`config.mk`:
```
export PLATFORM = sky130hd
export DESIGN_NAME = health_aware_round_robin_select_flat
export DESIGN_NICKNAME = d
export VERILOG_FILES = /design/src/hars_pkg.sv /design/src/hars_req_if.sv /design/src/hars_rsp_if.sv /design/src/hars_cfg_if.sv /design/src/hars_store.sv /design/src/hars_alu.sv /design/src/hars_seq.sv /design/src/health_aware_round_robin_select.sv /design/src/flat_wrapper.sv
export SDC_FILE = /design/constraint.sdc
export NUM_CORES = 1
export LEC_CHECK = 0
export ABC_AREA = 0
export ABC_CLOCK_PERIOD_IN_PS = 8500
export BUFFER_PORTS_ARGS = -buffer_cell sky130_fd_sc_hd__buf_2
export CELL_PAD_IN_SITES_DETAIL_PLACEMENT = 0
export CELL_PAD_IN_SITES_GLOBAL_PLACEMENT = 1
export CORE_UTILIZATION = 35
export CTS_BUF_LIST = sky130_fd_sc_hd__clkbuf_4 sky130_fd_sc_hd__clkbuf_8
export CTS_CLUSTER_DIAMETER = 200
export DETAILED_ROUTE_END_ITERATION = 12
export PLACE_DENSITY = 0.71
export REMOVE_ABC_BUFFERS = 1
export SLEW_MARGIN = 20
export SYNTH_ARGS = -nofsm -noshare
export SYNTH_HDL_FRONTEND = slang
export SYNTH_HIERARCHICAL = 1
export SYNTH_SLANG_ARGS = --single-unit
```
`constraint.sdc`:
```
create_clock -name clk_i -period 8.5 [get_ports clk_i]
set_clock_uncertainty 0.05 [all_clocks]
set_input_delay 1.7 -clock clk_i [delete_from_list [all_inputs] [get_ports clk_i]]
set_output_delay 1.7 -clock clk_i [all_outputs]
set_load 0.02 [all_outputs]
```
`src/hars_pkg.sv`:
```
package hars_pkg;

  // Store geometry.
  localparam int MAX_BACKENDS = 16;
  localparam int IDX_W        = (MAX_BACKENDS > 1) ? $clog2(MAX_BACKENDS) : 1;
  localparam int CNT_W        = $clog2(MAX_BACKENDS + 1);
  localparam int VIS_W        = $clog2(MAX_BACKENDS + 2);

  // Field widths.
  localparam int MODE_W   = 2;
  localparam int EIDX_W   = 4;
  localparam int SEL_W    = 4;
  localparam int ESC_W    = 2;
  localparam int HEALTH_W = 15;
  localparam int DELTA_W  = 16;
  localparam int CFG_W    = 5;
  localparam int SUM_W    = DELTA_W + 1;

  localparam logic [ESC_W-1:0] ESC_MAX = 2'd3;

  localparam logic signed [SUM_W-1:0] HEALTH_MIN = -17'sd10000;
  localparam logic signed [SUM_W-1:0] HEALTH_MAX = 17'sd10000;

  typedef enum logic [MODE_W-1:0] {
    MODE_SELECT = 2'd0,
    MODE_ADJUST = 2'd1,
    MODE_DECAY  = 2'd2,
    MODE_NONE   = 2'd3
  } mode_e;

  typedef enum logic [1:0] {
    ALU_ADD,
    ALU_CMP,
    ALU_HALVE
  } alu_op_e;

  // Result of the shared arithmetic unit.
  typedef struct packed {
    logic                       in_range;
    logic                       ge;
    logic signed [HEALTH_W-1:0] value;
  } alu_res_t;

  // Write port of the score store.
  typedef struct packed {
    logic                       en;
    logic [IDX_W-1:0]           addr;
    logic signed [HEALTH_W-1:0] data;
  } store_wr_t;

  // Skip threshold after a given number of escalations.
  function automatic logic signed [HEALTH_W-1:0] thresh_at(input logic [ESC_W-1:0] esc);
    logic signed [HEALTH_W-1:0] t;
    unique case (esc)
      2'd0:    t = -15'sd10;
      2'd1:    t = -15'sd100;
      2'd2:    t = -15'sd1000;
      default: t = -15'sd10000;
    endcase
    return t;
  endfunction

endpackage

```
`src/hars_req_if.sv`:
```
interface hars_req_if import hars_pkg::*; ();
  logic                      valid;
  logic                      ready;
  logic [MODE_W-1:0]         mode;
  logic [EIDX_W-1:0]         entry_index;
  logic signed [DELTA_W-1:0] health_delta;

  modport source (output valid, output mode, output entry_index, output health_delta,
                  input ready);
  modport sink (input valid, input mode, input entry_index, input health_delta,
                output ready);
endinterface

```
`src/hars_rsp_if.sv`:
```
interface hars_rsp_if import hars_pkg::*; ();
  logic                       valid;
  logic                       ready;
  logic [SEL_W-1:0]           selected_index;
  logic [ESC_W-1:0]           escalations;
  logic                       applied;
  logic signed [HEALTH_W-1:0] health_value;

  modport source (output valid, output selected_index, output escalations,
                  output applied, output health_value, input ready);
  modport sink (input valid, input selected_index, input escalations,
                input applied, input health_value, output ready);
endinterface

```
`src/hars_cfg_if.sv`:
```
interface hars_cfg_if import hars_pkg::*; ();
  logic             valid;
  logic             ready;
  logic [CFG_W-1:0] backend_count;

  modport source (output valid, output backend_count, input ready);
  modport sink (input valid, input backend_count, output ready);
endinterface

```
`src/hars_store.sv`:
```
module hars_store import hars_pkg::*; (
  input  logic                       clk_i,
  input  logic                       rst_ni,
  input  store_wr_t                  wr_i,
  input  logic [IDX_W-1:0]           rd_addr_i,
  output logic signed [HEALTH_W-1:0] rd_data_o
);

  logic signed [HEALTH_W-1:0] score_q [MAX_BACKENDS];

  // Scores clear to zero at reset; at most one entry is written per cycle, when the write port is enabled.
  always_ff @(posedge clk_i or negedge rst_ni) begin
    if (!rst_ni) begin
      for (int i = 0; i < MAX_BACKENDS; i++) begin
        score_q[i] <= '0;
      end
    end else if (wr_i.en) begin
      score_q[wr_i.addr] <= wr_i.data;
    end
  end

  assign rd_data_o = score_q[rd_addr_i];

endmodule

```
`src/hars_alu.sv`:
```
module hars_alu import hars_pkg::*; (
  input  alu_op_e                    op_i,
  input  logic signed [HEALTH_W-1:0] score_i,
  input  logic signed [DELTA_W-1:0]  delta_i,
  input  logic [ESC_W-1:0]           esc_i,
  output alu_res_t                   res_o
);

  logic signed [SUM_W-1:0] operand_b;
  logic                    carry_in;
  logic signed [SUM_W-1:0] sum;

  // One adder serves the adjust sum, the threshold compare and the rounding of a halving.
  always_comb begin
    unique case (op_i)
      ALU_ADD: begin
        operand_b = SUM_W'(delta_i);
        carry_in  = 1'b0;
      end
      ALU_CMP: begin
        operand_b = ~SUM_W'(thresh_at(esc_i));
        carry_in  = 1'b1;
      end
      ALU_HALVE: begin
        operand_b = '0;
        carry_in  = score_i[HEALTH_W-1];
      end
      default: begin
        operand_b = '0;
        carry_in  = 1'b0;
      end
    endcase
  end

  assign sum = SUM_W'(score_i) + operand_b + SUM_W'(carry_in);

  // A negative score gets one added before the shift, so halving truncates toward zero.
  always_comb begin
    res_o.in_range = (sum >= HEALTH_MIN) && (sum <= HEALTH_MAX);
    res_o.ge       = !sum[SUM_W-1];
    unique case (op_i)
      ALU_ADD:   res_o.value = sum[HEALTH_W-1:0];
      ALU_HALVE: res_o.value = sum[HEALTH_W:1];
      default:   res_o.value = score_i;
    endcase
  end

endmodule

```
`src/hars_seq.sv`:
```
module hars_seq import hars_pkg::*; (
  input  logic                       clk_i,
  input  logic                       rst_ni,
  hars_req_if.sink                   req,
  hars_rsp_if.source                 rsp,
  input  logic [CNT_W-1:0]           eff_cnt_i,
  output store_wr_t                  store_wr_o,
  output logic [IDX_W-1:0]           rd_addr_o,
  input  logic signed [HEALTH_W-1:0] rd_data_i,
  output alu_op_e                    alu_op_o,
  output logic signed [DELTA_W-1:0]  alu_delta_o,
  output logic [ESC_W-1:0]           alu_esc_o,
  input  alu_res_t                   alu_res_i
);

  typedef enum logic [2:0] {
    ST_IDLE,
    ST_SELECT,
    ST_ADJUST,
    ST_DECAY,
    ST_READ,
    ST_FINISH
  } state_e;

  state_e                     state_q;
  logic [EIDX_W-1:0]          idx_q;
  logic signed [DELTA_W-1:0]  delta_q;
  logic [IDX_W-1:0]           ptr_q;
  logic [IDX_W-1:0]           p_q;
  logic [VIS_W-1:0]           visits_q;
  logic [ESC_W-1:0]           esc_q;
  logic [IDX_W-1:0]           sweep_q;
  logic [SEL_W-1:0]           res_sel_q;
  logic [ESC_W-1:0]           res_esc_q;
  logic                       res_app_q;
  logic signed [HEALTH_W-1:0] res_hv_q;
  logic                       out_valid_q;
  logic [SEL_W-1:0]           out_sel_q;
  logic [ESC_W-1:0]           out_esc_q;
  logic                       out_app_q;
  logic signed [HEALTH_W-1:0] out_hv_q;

  logic             req_fire;
  logic             out_free;
  logic             out_load;
  logic [IDX_W-1:0] idx_addr;
  logic             idx_ok;
  logic [CNT_W-1:0] p_inc;
  logic [IDX_W-1:0] p_next;
  logic [VIS_W-1:0] visits_inc;
  logic             escalate;
  logic [ESC_W-1:0] esc_next;
  logic [VIS_W-1:0] visits_next;
  logic             hit;
  logic             adjust_wr;

  assign req.ready = (state_q == ST_IDLE);
  assign req_fire  = req.valid && req.ready;
  assign out_free  = !out_valid_q || rsp.ready;
  assign out_load  = (state_q == ST_FINISH) && out_free;

  assign idx_addr = IDX_W'(idx_q);
  assign idx_ok   = (int'(idx_q) < MAX_BACKENDS);

  // One ring step: advance, wrap, count the visit and escalate the threshold.
  assign p_inc       = CNT_W'(p_q) + CNT_W'(1);
  assign p_next      = (p_inc >= eff_cnt_i) ? '0 : p_inc[IDX_W-1:0];
  assign visits_inc  = visits_q + VIS_W'(1);
  assign escalate    = (visits_inc > VIS_W'(eff_cnt_i));
  assign esc_next    = (escalate && (esc_q != ESC_MAX)) ? esc_q + ESC_W'(1) : esc_q;
  assign visits_next = escalate ? '0 : visits_inc;
  assign hit         = (esc_next == ESC_MAX) || alu_res_i.ge;

  assign adjust_wr = (state_q == ST_ADJUST) && idx_ok && alu_res_i.in_range;

  // Drive the store and the shared unit from the current step.
  always_comb begin
    alu_delta_o = delta_q;
    alu_esc_o   = esc_next;
    unique case (state_q)
      ST_SELECT: begin
        rd_addr_o = p_next;
        alu_op_o  = ALU_CMP;
      end
      ST_ADJUST: begin
        rd_addr_o = idx_addr;
        alu_op_o  = ALU_ADD;
      end
      ST_DECAY: begin
        rd_addr_o = sweep_q;
        alu_op_o  = ALU_HALVE;
      end
      default: begin
        rd_addr_o = idx_addr;
        alu_op_o  = ALU_CMP;
      end
    endcase
    store_wr_o.en   = adjust_wr || (state_q == ST_DECAY);
    store_wr_o.addr = (state_q == ST_DECAY) ? sweep_q : idx_addr;
    store_wr_o.data = alu_res_i.value;
  end

  // Sequencer with the result and output registers.
  always_ff @(posedge clk_i or negedge rst_ni) begin
    if (!rst_ni) begin
      state_q     <= ST_IDLE;
      idx_q       <= '0;
      delta_q     <= '0;
      ptr_q       <= '0;
      p_q         <= '0;
      visits_q    <= '0;
      esc_q       <= '0;
      sweep_q     <= '0;
      res_sel_q   <= '0;
      res_esc_q   <= '0;
      res_app_q   <= 1'b0;
      res_hv_q    <= '0;
      out_valid_q <= 1'b0;
      out_sel_q   <= '0;
      out_esc_q   <= '0;
      out_app_q   <= 1'b0;
      out_hv_q    <= '0;
    end else begin
      if (out_load) begin
        out_valid_q <= 1'b1;
      end else if (rsp.ready) begin
        out_valid_q <= 1'b0;
      end
      unique case (state_q)
        ST_IDLE: begin
          if (req_fire) begin
            idx_q     <= req.entry_index;
            delta_q   <= req.health_delta;
            res_sel_q <= req.entry_index;
            res_esc_q <= '0;
            res_app_q <= 1'b0;
            res_hv_q  <= '0;
            p_q       <= ptr_q;
            visits_q  <= '0;
            esc_q     <= '0;
            sweep_q   <= '0;
            unique case (mode_e'(req.mode))
              MODE_SELECT: state_q <= ST_SELECT;
              MODE_ADJUST: state_q <= ST_ADJUST;
              MODE_DECAY:  state_q <= ST_DECAY;
              MODE_NONE:   state_q <= ST_READ;
            endcase
          end
        end
        ST_SELECT: begin
          p_q      <= p_next;
          visits_q <= visits_next;
          esc_q    <= esc_next;
          if (hit) begin
            ptr_q     <= p_next;
            res_sel_q <= SEL_W'(p_next);
            res_esc_q <= esc_next;
            res_hv_q  <= rd_data_i;
            state_q   <= ST_FINISH;
          end
        end
        ST_ADJUST: begin
          if (idx_ok) begin
            res_app_q <= alu_res_i.in_range;
            res_hv_q  <= alu_res_i.in_range ? alu_res_i.value : rd_data_i;
          end
          state_q <= ST_FINISH;
        end
        ST_DECAY: begin
          sweep_q <= sweep_q + IDX_W'(1);
          if (int'(sweep_q) == MAX_BACKENDS - 1) begin
            state_q <= ST_READ;
          end
        end
        ST_READ: begin
          res_hv_q <= idx_ok ? rd_data_i : '0;
          state_q  <= ST_FINISH;
        end
        ST_FINISH: begin
          if (out_free) begin
            out_sel_q   <= res_sel_q;
            out_esc_q   <= res_esc_q;
            out_app_q   <= res_app_q;
            out_hv_q    <= res_hv_q;
            state_q     <= ST_IDLE;
          end
        end
        default: state_q <= ST_IDLE;
      endcase
    end
  end

  assign rsp.valid          = out_valid_q;
  assign rsp.selected_index = out_sel_q;
  assign rsp.escalations    = out_esc_q;
  assign rsp.applied        = out_app_q;
  assign rsp.health_value   = out_hv_q;

endmodule

```
`src/health_aware_round_robin_select.sv`:
```
// Health-aware round-robin selector. One request is in work at a time; req_i.ready is high
// only while the sequencer is idle, and a finished result waits in the rsp_o output register
// while the next request is taken. A select probes one ring entry after another, because the
// single shared compare unit reads one score per cycle; it probes 1 to 3 * (effective count + 1)
// entries, the effective count being backend_count limited to 1..MAX_BACKENDS. An adjust is one
// read-add-write pass; a decay halves one stored score per cycle through the same unit, over all
// MAX_BACKENDS entries, and then reads the requested entry; mode 3 only reads the entry.
// The configuration channel is always ready; backend_count must only be written while idle.
module health_aware_round_robin_select import hars_pkg::*; (
  input  logic        clk_i,
  input  logic        rst_ni,
  hars_cfg_if.sink    cfg_i,
  hars_req_if.sink    req_i,
  hars_rsp_if.source  rsp_o
);

  logic [CFG_W-1:0]           backend_count_q;
  logic [CNT_W-1:0]           eff_cnt;
  store_wr_t                  store_wr;
  logic [IDX_W-1:0]           rd_addr;
  logic signed [HEALTH_W-1:0] rd_data;
  alu_op_e                    alu_op;
  logic signed [DELTA_W-1:0]  alu_delta;
  logic [ESC_W-1:0]           alu_esc;
  alu_res_t                   alu_res;

  // Count register; every transfer on the configuration channel overwrites it.
  assign cfg_i.ready = 1'b1;

  always_ff @(posedge clk_i or negedge rst_ni) begin
    if (!rst_ni) begin
      backend_count_q <= CFG_W'(1);
    end else if (cfg_i.valid) begin
      backend_count_q <= cfg_i.backend_count;
    end
  end

  // A count of zero acts as one, and a count above the store depth acts as the depth.
  always_comb begin
    if (backend_count_q == '0) begin
      eff_cnt = CNT_W'(1);
    end else if (int'(backend_count_q) > MAX_BACKENDS) begin
      eff_cnt = CNT_W'(MAX_BACKENDS);
    end else begin
      eff_cnt = CNT_W'(backend_count_q);
    end
  end

  hars_seq u_seq (
    .clk_i       (clk_i),
    .rst_ni      (rst_ni),
    .req         (req_i),
    .rsp         (rsp_o),
    .eff_cnt_i   (eff_cnt),
    .store_wr_o  (store_wr),
    .rd_addr_o   (rd_addr),
    .rd_data_i   (rd_data),
    .alu_op_o    (alu_op),
    .alu_delta_o (alu_delta),
    .alu_esc_o   (alu_esc),
    .alu_res_i   (alu_res)
  );

  hars_store u_store (
    .clk_i     (clk_i),
    .rst_ni    (rst_ni),
    .wr_i      (store_wr),
    .rd_addr_i (rd_addr),
    .rd_data_o (rd_data)
  );

  hars_alu u_alu (
    .op_i    (alu_op),
    .score_i (rd_data),
    .delta_i (alu_delta),
    .esc_i   (alu_esc),
    .res_o   (alu_res)
  );

endmodule

```
`src/flat_wrapper.sv`:
```
// flat-port wrapper written by rule: the top's interface ports become plain ports
module health_aware_round_robin_select_flat import hars_pkg::*;
  (clk_i, rst_ni, cfg_i_valid, cfg_i_backend_count, cfg_i_ready, req_i_valid, req_i_mode, req_i_entry_index, req_i_health_delta, req_i_ready, rsp_o_valid, rsp_o_selected_index, rsp_o_escalations, rsp_o_applied, rsp_o_health_value, rsp_o_ready);
  hars_cfg_if cfg_i_i ();
  hars_req_if req_i_i ();
  hars_rsp_if rsp_o_i ();
  input  logic clk_i;
  input  logic rst_ni;
  input wire logic [$bits(cfg_i_i.valid)-1:0] cfg_i_valid;
  input wire logic [$bits(cfg_i_i.backend_count)-1:0] cfg_i_backend_count;
  output wire logic [$bits(cfg_i_i.ready)-1:0] cfg_i_ready;
  input wire logic [$bits(req_i_i.valid)-1:0] req_i_valid;
  input wire logic [$bits(req_i_i.mode)-1:0] req_i_mode;
  input wire logic [$bits(req_i_i.entry_index)-1:0] req_i_entry_index;
  input wire logic [$bits(req_i_i.health_delta)-1:0] req_i_health_delta;
  output wire logic [$bits(req_i_i.ready)-1:0] req_i_ready;
  output wire logic [$bits(rsp_o_i.valid)-1:0] rsp_o_valid;
  output wire logic [$bits(rsp_o_i.selected_index)-1:0] rsp_o_selected_index;
  output wire logic [$bits(rsp_o_i.escalations)-1:0] rsp_o_escalations;
  output wire logic [$bits(rsp_o_i.applied)-1:0] rsp_o_applied;
  output wire logic [$bits(rsp_o_i.health_value)-1:0] rsp_o_health_value;
  input wire logic [$bits(rsp_o_i.ready)-1:0] rsp_o_ready;
  assign cfg_i_i.valid = cfg_i_valid;
  assign cfg_i_i.backend_count = cfg_i_backend_count;
  assign cfg_i_ready = cfg_i_i.ready;
  assign req_i_i.valid = req_i_valid;
  assign req_i_i.mode = req_i_mode;
  assign req_i_i.entry_index = req_i_entry_index;
  assign req_i_i.health_delta = req_i_health_delta;
  assign req_i_ready = req_i_i.ready;
  assign rsp_o_valid = rsp_o_i.valid;
  assign rsp_o_selected_index = rsp_o_i.selected_index;
  assign rsp_o_escalations = rsp_o_i.escalations;
  assign rsp_o_applied = rsp_o_i.applied;
  assign rsp_o_health_value = rsp_o_i.health_value;
  assign rsp_o_i.ready = rsp_o_ready;
  health_aware_round_robin_select u_core (.clk_i(clk_i), .rst_ni(rst_ni), .cfg_i(cfg_i_i), .req_i(req_i_i), .rsp_o(rsp_o_i));
endmodule
```
### Yosys cells after proc, flatten, opt, wreduce, memory -nomap -nowiden

Index checks and enable logic that the tools add are counted.

| operators by class | value |
|---|---|
| $add $sub $neg | 6 |
| $lt $le $gt $ge | 8 |
| eq/ne operators | 19 |
| muxes and demuxes | 46 |
| bitwise operators | 3 |
| reduce and logical (&&, ||, !) cells | 31 |

Operator list:

| operator | count |
|---|---|
| bitwise mux 240 bit | 1 |
| 2-to-1 mux 15 bit | 7 |
| binary-select mux 15 bit (select 4 bit) | 1 |
| demux 15 bit (select 4 bit) | 1 |
| case mux 15 bit (4 select lines) | 1 |
| case mux 14 bit (3 select lines) | 1 |
| case mux 17 bit (2 select lines) | 1 |
| case mux 4 bit (2 select lines) | 4 |
| case mux 15 bit (2 select lines) | 1 |
| 2-to-1 mux 4 bit | 6 |
| 2-to-1 mux 5 bit | 4 |
| adder 17 x 1 -> 17 bit | 1 |
| adder 17 bit | 1 |
| >= comparator 17 x 15 -> 1 bit, second input constant | 1 |
| less-or-equal comparator 17 x 15 -> 1 bit, second input constant | 1 |
| NOT 15 -> 17 bit | 1 |
| case mux 3 bit (5 select lines) | 1 |
| 2-to-1 mux 3 bit | 4 |
| case mux 2 bit (2 select lines) | 3 |
| case mux 3 bit (4 select lines) | 1 |
| AND reduction 2 bit | 6 |
| == test 2 bit, second input constant | 5 |
| >= comparator 5 bit, second input constant | 2 |
| NOT 4 -> 5 bit | 2 |
| other kinds (30) | 56 |

| word-level totals | value |
|---|---|
| bits in registers | 332 |
| input bits | 32 |
| output and inout bits | 25 |
| logic and storage cells | 147 |

### Depth between registers and ports, before layout

| depth | value |
|---|---|
| depth in word-level cells | 17 |
| mapped depth | 35 |
| depth with buffers taken out | 29 |

### Hierarchy

The synthesis kept the hierarchy.

By module, submodules not included:

| module | times used | cells each | area an instance (µm²) | sequential area each (µm²) |
|---|---|---|---|---|
| hars_store | 1 | 668 | 10761.6 | 6005.8 |
| hars_seq | 1 | 455 | 4718.3 | 2177.1 |
| hars_alu | 1 | 201 | 1420.1 | 0.0 |
| health_aware_round_robin_select | 1 | 20 | 229.0 | 126.4 |

### Worst setup path after synthesis

OpenSTA, ideal clock, no wires.

| timing | value |
|---|---|
| kind | register -> register |
| from | register u_core.u_seq.p_q[0] |
| to | register u_core/u_store/score_q[109] in the netlist's numbering |
| library setup time | 125 ps |
| arrival time | 7876 ps |
| required time | 8325 ps |
| path slack | 449 ps |
| stages on the path, launching flop included | 33 |
| path buffers | 5 |
| clock period less this slack | 8051 ps |
| cell sequence | dfrtp_1 -> ha_1 -> xor2_1 -> ha_1 -> a21oi_1 -> o21ai_0 -> a31oi_1 -> a22oi_1 -> a21oi_1 -> clkbuf_1 -> buf_2 -> mux4_2 -> a22oi_1 -> nand2_1 -> a21oi_1 -> nor2b_1 -> fa_1 -> a21o_1 -> a211oi_2 -> a21oi_1 -> or4b_4 -> a2111oi_4 -> o221ai_2 -> a211o_1 -> mux2i_1 -> and3_1 -> clkbuf_1 -> clkbuf_1 -> or2_2 -> nand2_1 -> nor4_2 -> buf_2 -> mux2_2 |

RTL lines:

| what | line | text |
|---|---|---|
| start, declared | hars_seq.sv:29 | `logic [IDX_W-1:0] p_q;` |
| start signal, assigned | hars_seq.sv:138 | `p_q <= ptr_q;` |
| start signal, assigned | hars_seq.sv:151 | `p_q <= p_next;` |
| end signal, assigned by index | hars_store.sv:18 | `score_q[wr_i.addr] <= wr_i.data;` |
| end, declared | hars_store.sv:9 | `logic signed [HEALTH_W-1:0] score_q [MAX_BACKENDS];` |

==> flow_summary.ini <==
[logic_synthesis]
ys_types = 88
ys_warn_count = 6
synth_seq_area_share_pct = 48.5
syn_avg_cell_area_um2 = 12.7
synth_area_um2 = 17100
synth_seq_cells = 332
synth_flop_cell = dfrtp_1
synthArstFlopShare_pct = 100
synth_edf_count = 0
syn_inst = 1344

[detailed_routing]
first_pass_iters = 7
route.detailed.wl_per_inst_um = 20.0
antenna_left = 0
wl_um = 41500
drcViolationCount = 0
vias = 11200
drt_iter0_drc = 623
via_per_inst = 5.43

[timing]
hold_ws_ns = 0.420
tightestPinTransition_ns = 1.03
fin_crit_sh_pct = 94.6
setup-violations-final = 0
finalCriticalPeriod_ns = 8.04
hold_viol = 0
slew_headroom_pct = 30.9
fmax_mhz = 124
rsz0062_at_grt = no
final_max_slew_viol_count = 0

[final_layout]
area_delta_synth_final_pct = 14.2
nets = 1486
n_antenna_cell = 0
stdcell_count = 2072
stdcell_area_um2 = 19600
final_common_cell = dfrtp_1
register_area_um2 = 8310
mostFrequentLayoutCells = dfrtp_1, mux2_2, nand2_1
drive_gt1_share_pct = 39.4
fillers = 4553
multiInputGateArea_um2 = 8310

[power]
sw_frac_of_total_pct = 38.6
power_density_nw_per_um2 = 314
p_seq_share_pct = 31.5
p_sw_mw = 2.37
p_leak_nw = 9.39
pwr-share-comb_pct = 42.3
max-vdd-ir-drop_v = 0.000141
p_int_mw = 3.77
p_clk_share_pct = 26.2

[critical_path]
worst_r2r_endpoint = u_core/u_store/score_q[170]
worst_ep_required_time_ns = 8.96
r2r_slack_ns = 0.46
critPathSlowestCell = fa_1
r2r_start = u_core/backend_count_q[3]
cp_top_family = compound AO/OA/AOI/OAI gates
crit_top_cell = buf_4
reg2regPathDepth = 30
crit_path_start_kind = flip-flop
crit_cells = 30
crit_path_max_incr_delay_ns = 0.50
critPathBufInv = 4
critPathCaptureType = flip-flop
critPathArrivalTime_ns = 8.51
crit_fanout = 15
worstSetupPathType = reg2reg

[global_route]
grt_pass1_vias = 11700
antenna_found_initial = 0
grt_max_degree = 101
grt_usage_pct = 17.2
overflow = 0
grt_pass1_wl_um = 67400

[job]
drv_cap = 0

[placed_design]
dp_cells = 1969
globalplace.congestion = 0.861
hpwl_um = 28300
port_buffers = 55
post_dp_cell_area_um2 = 18200

[floorplan]
chipHeight_um = 223
coreArea_um2 = 48000
die_area_um2 = 49800
io_pins = 57
initial_core_util_pct = 35.7
rows = 80
die_x_um = 223

[min_path]
hold_start = u_core/u_seq/alu_delta_o[11]
holdPathStages = 2
min_path_type = reg2reg
hold_end = u_core/u_seq/alu_delta_o[11]

[cts]
ctsRootBufferMaster = clkbuf_8
cts_resized = 0
insertion_delay_ns = 0.65
cts_tree = built
postCtsSetupRepairBufs = 0
clkTransAtPathRegs_ns = 0.06
postCtsHoldBufs = 0
cts.sinks = 332
cts_max_path_buffers = 3
h-tree-depth = 2
numCtsBuffers = 57

[outcome]
status = finished, final reports clean
[through the flow]
step	TNS [ns]	power, mW	util, %	setup WS (ns)
2_1_floorplan	-1054.47	3.72	-	-4.35
3_3_place_gp	0	4.52	37.9	0.472
3_5_place_dp	0	4.54	37.9	0.461
4_1_cts	0	6.19	40.6	0.386
5_1_grt	0	6.51	40.7	0.0192
6_report	0	6.14	40.7	0.457
[Yosys cell counts (7+ instances only)]
master	number	share of area [%]
a221oi_1	16	0.82
nand2b_1	11	0.40
mux2i_1	7	0.41
xnor2_1	10	0.51
a31oi_1	8	0.29
a21oi_1	16	0.47
mux2_2	247	16
xor2_1	7	0.36
a22o_1	9	0.46
mux2_1	20	1.3
and3_1	7	0.26
a2bb2oi_2	10	0.88
o211ai_1	9	0.39
nand3_1	14	0.41
buf_4	16	0.70
a22oi_1	44	1.9
inv_1	25	0.55
clkbuf_1	52	1.1
nor2_1	37	0.81
mux4_2	60	7.9
nor2b_1	12	0.44
o21ai_0	26	0.76
ha_1	39	2.8
buf_2	30	0.88
a21o_1	11	0.48
nand2_1	147	3.2
dfrtp_1	331	48
and2_1	7	0.26
o21a_1	9	0.39
[worst min-delay path: cells and delay by family (launching register included)]
family	cells	cell delay (ns)
flip-flops	1	0.34
AND/OR/NAND/NOR	2	0.10
[worst max-delay path by stage]
| stage | endpoint | from |
|---|---|---|
| final | u_core/u_store/score_q[170] | u_core/backend_count_q[3] |
| after global routing | u_core/u_store/score_q[170] | u_core/backend_count_q[3] |
| after CTS | u_core/u_store/score_q[170] | u_core/backend_count_q[3] |
| after detailed placement | u_core/u_store/score_q[170] | u_core/backend_count_q[3] |
| after global placement | u_core/u_store/score_q[238] | u_core/backend_count_q[3] |
| after floorplan | u_core/u_store/score_q[119] | u_core/u_seq/p_q[0] |
[area by class of cell]
cell class	count	area share, %
multi-input cells	886	42.5
well taps	615	3.93
flip-flops and latches	332	42.5
inverters	26	0.499
clock buffers	90	5.92
repair buffers	110	3.93
clock inverters	13	0.736
[logic make-up after synthesis]
group / count (synthesis) / synth area share, %
muxes: 334 / 25.9
DFF: 332 / 48.5
and+or+nand+nor: 274 / 7.60
AOI/OAI and AO/OA: 219 / 10.6
buffers and inverters: 126 / 3.42
adders and majority gates: 41 / 3.08
xor gates and xnor gates: 17 / 0.869
other: 1 / 0.0219
[per-layer routing]
layer	up-vias	routed length [µm]	GRT usage (%)
li1	5105	-	-
met1	5865	19800	24.1
met2	221	18900	26.6
met3	52	1950	3.52
met4	0	865	5.16
met5	-	0	0
[power by group through the flow]
stage / clock network (mW) / logic (mW) / registers [mW]
2_1_floorplan: 0 / 1.75 / 1.97
3_3_place_gp: 0 / 2.57 / 1.96
3_5_place_dp: 0 / 2.58 / 1.96
4_1_cts: 1.67 / 2.59 / 1.94
5_1_grt: 1.73 / 2.82 / 1.96
6_report: 1.61 / 2.60 / 1.94
[state kept, by name, summed over array words and instances (netlist names)]
register / count
u_core/u_store/score_q: 240
u_core/u_seq/alu_delta_o: 16
u_core/u_seq/res_hv_q: 15
u_core/u_seq/rsp.health_value: 15
u_core/backend_count_q: 5
u_core/u_seq/visits_q: 5
u_core/u_seq/idx_addr: 4
u_core/u_seq/p_q: 4
u_core/u_seq/ptr_q: 4
u_core/u_seq/res_sel_q: 4
u_core/u_seq/rsp.selected_index: 4
u_core/u_seq/sweep_q: 4
u_core/u_seq/state_q: 3
u_core/u_seq/esc_q: 2
u_core/u_seq/res_esc_q: 2
u_core/u_seq/rsp.escalations: 2
u_core/u_seq/res_app_q: 1
u_core/u_seq/rsp.applied: 1
u_core/u_seq/rsp.valid: 1
Note: power is estimated with default switching activity, not from simulation.
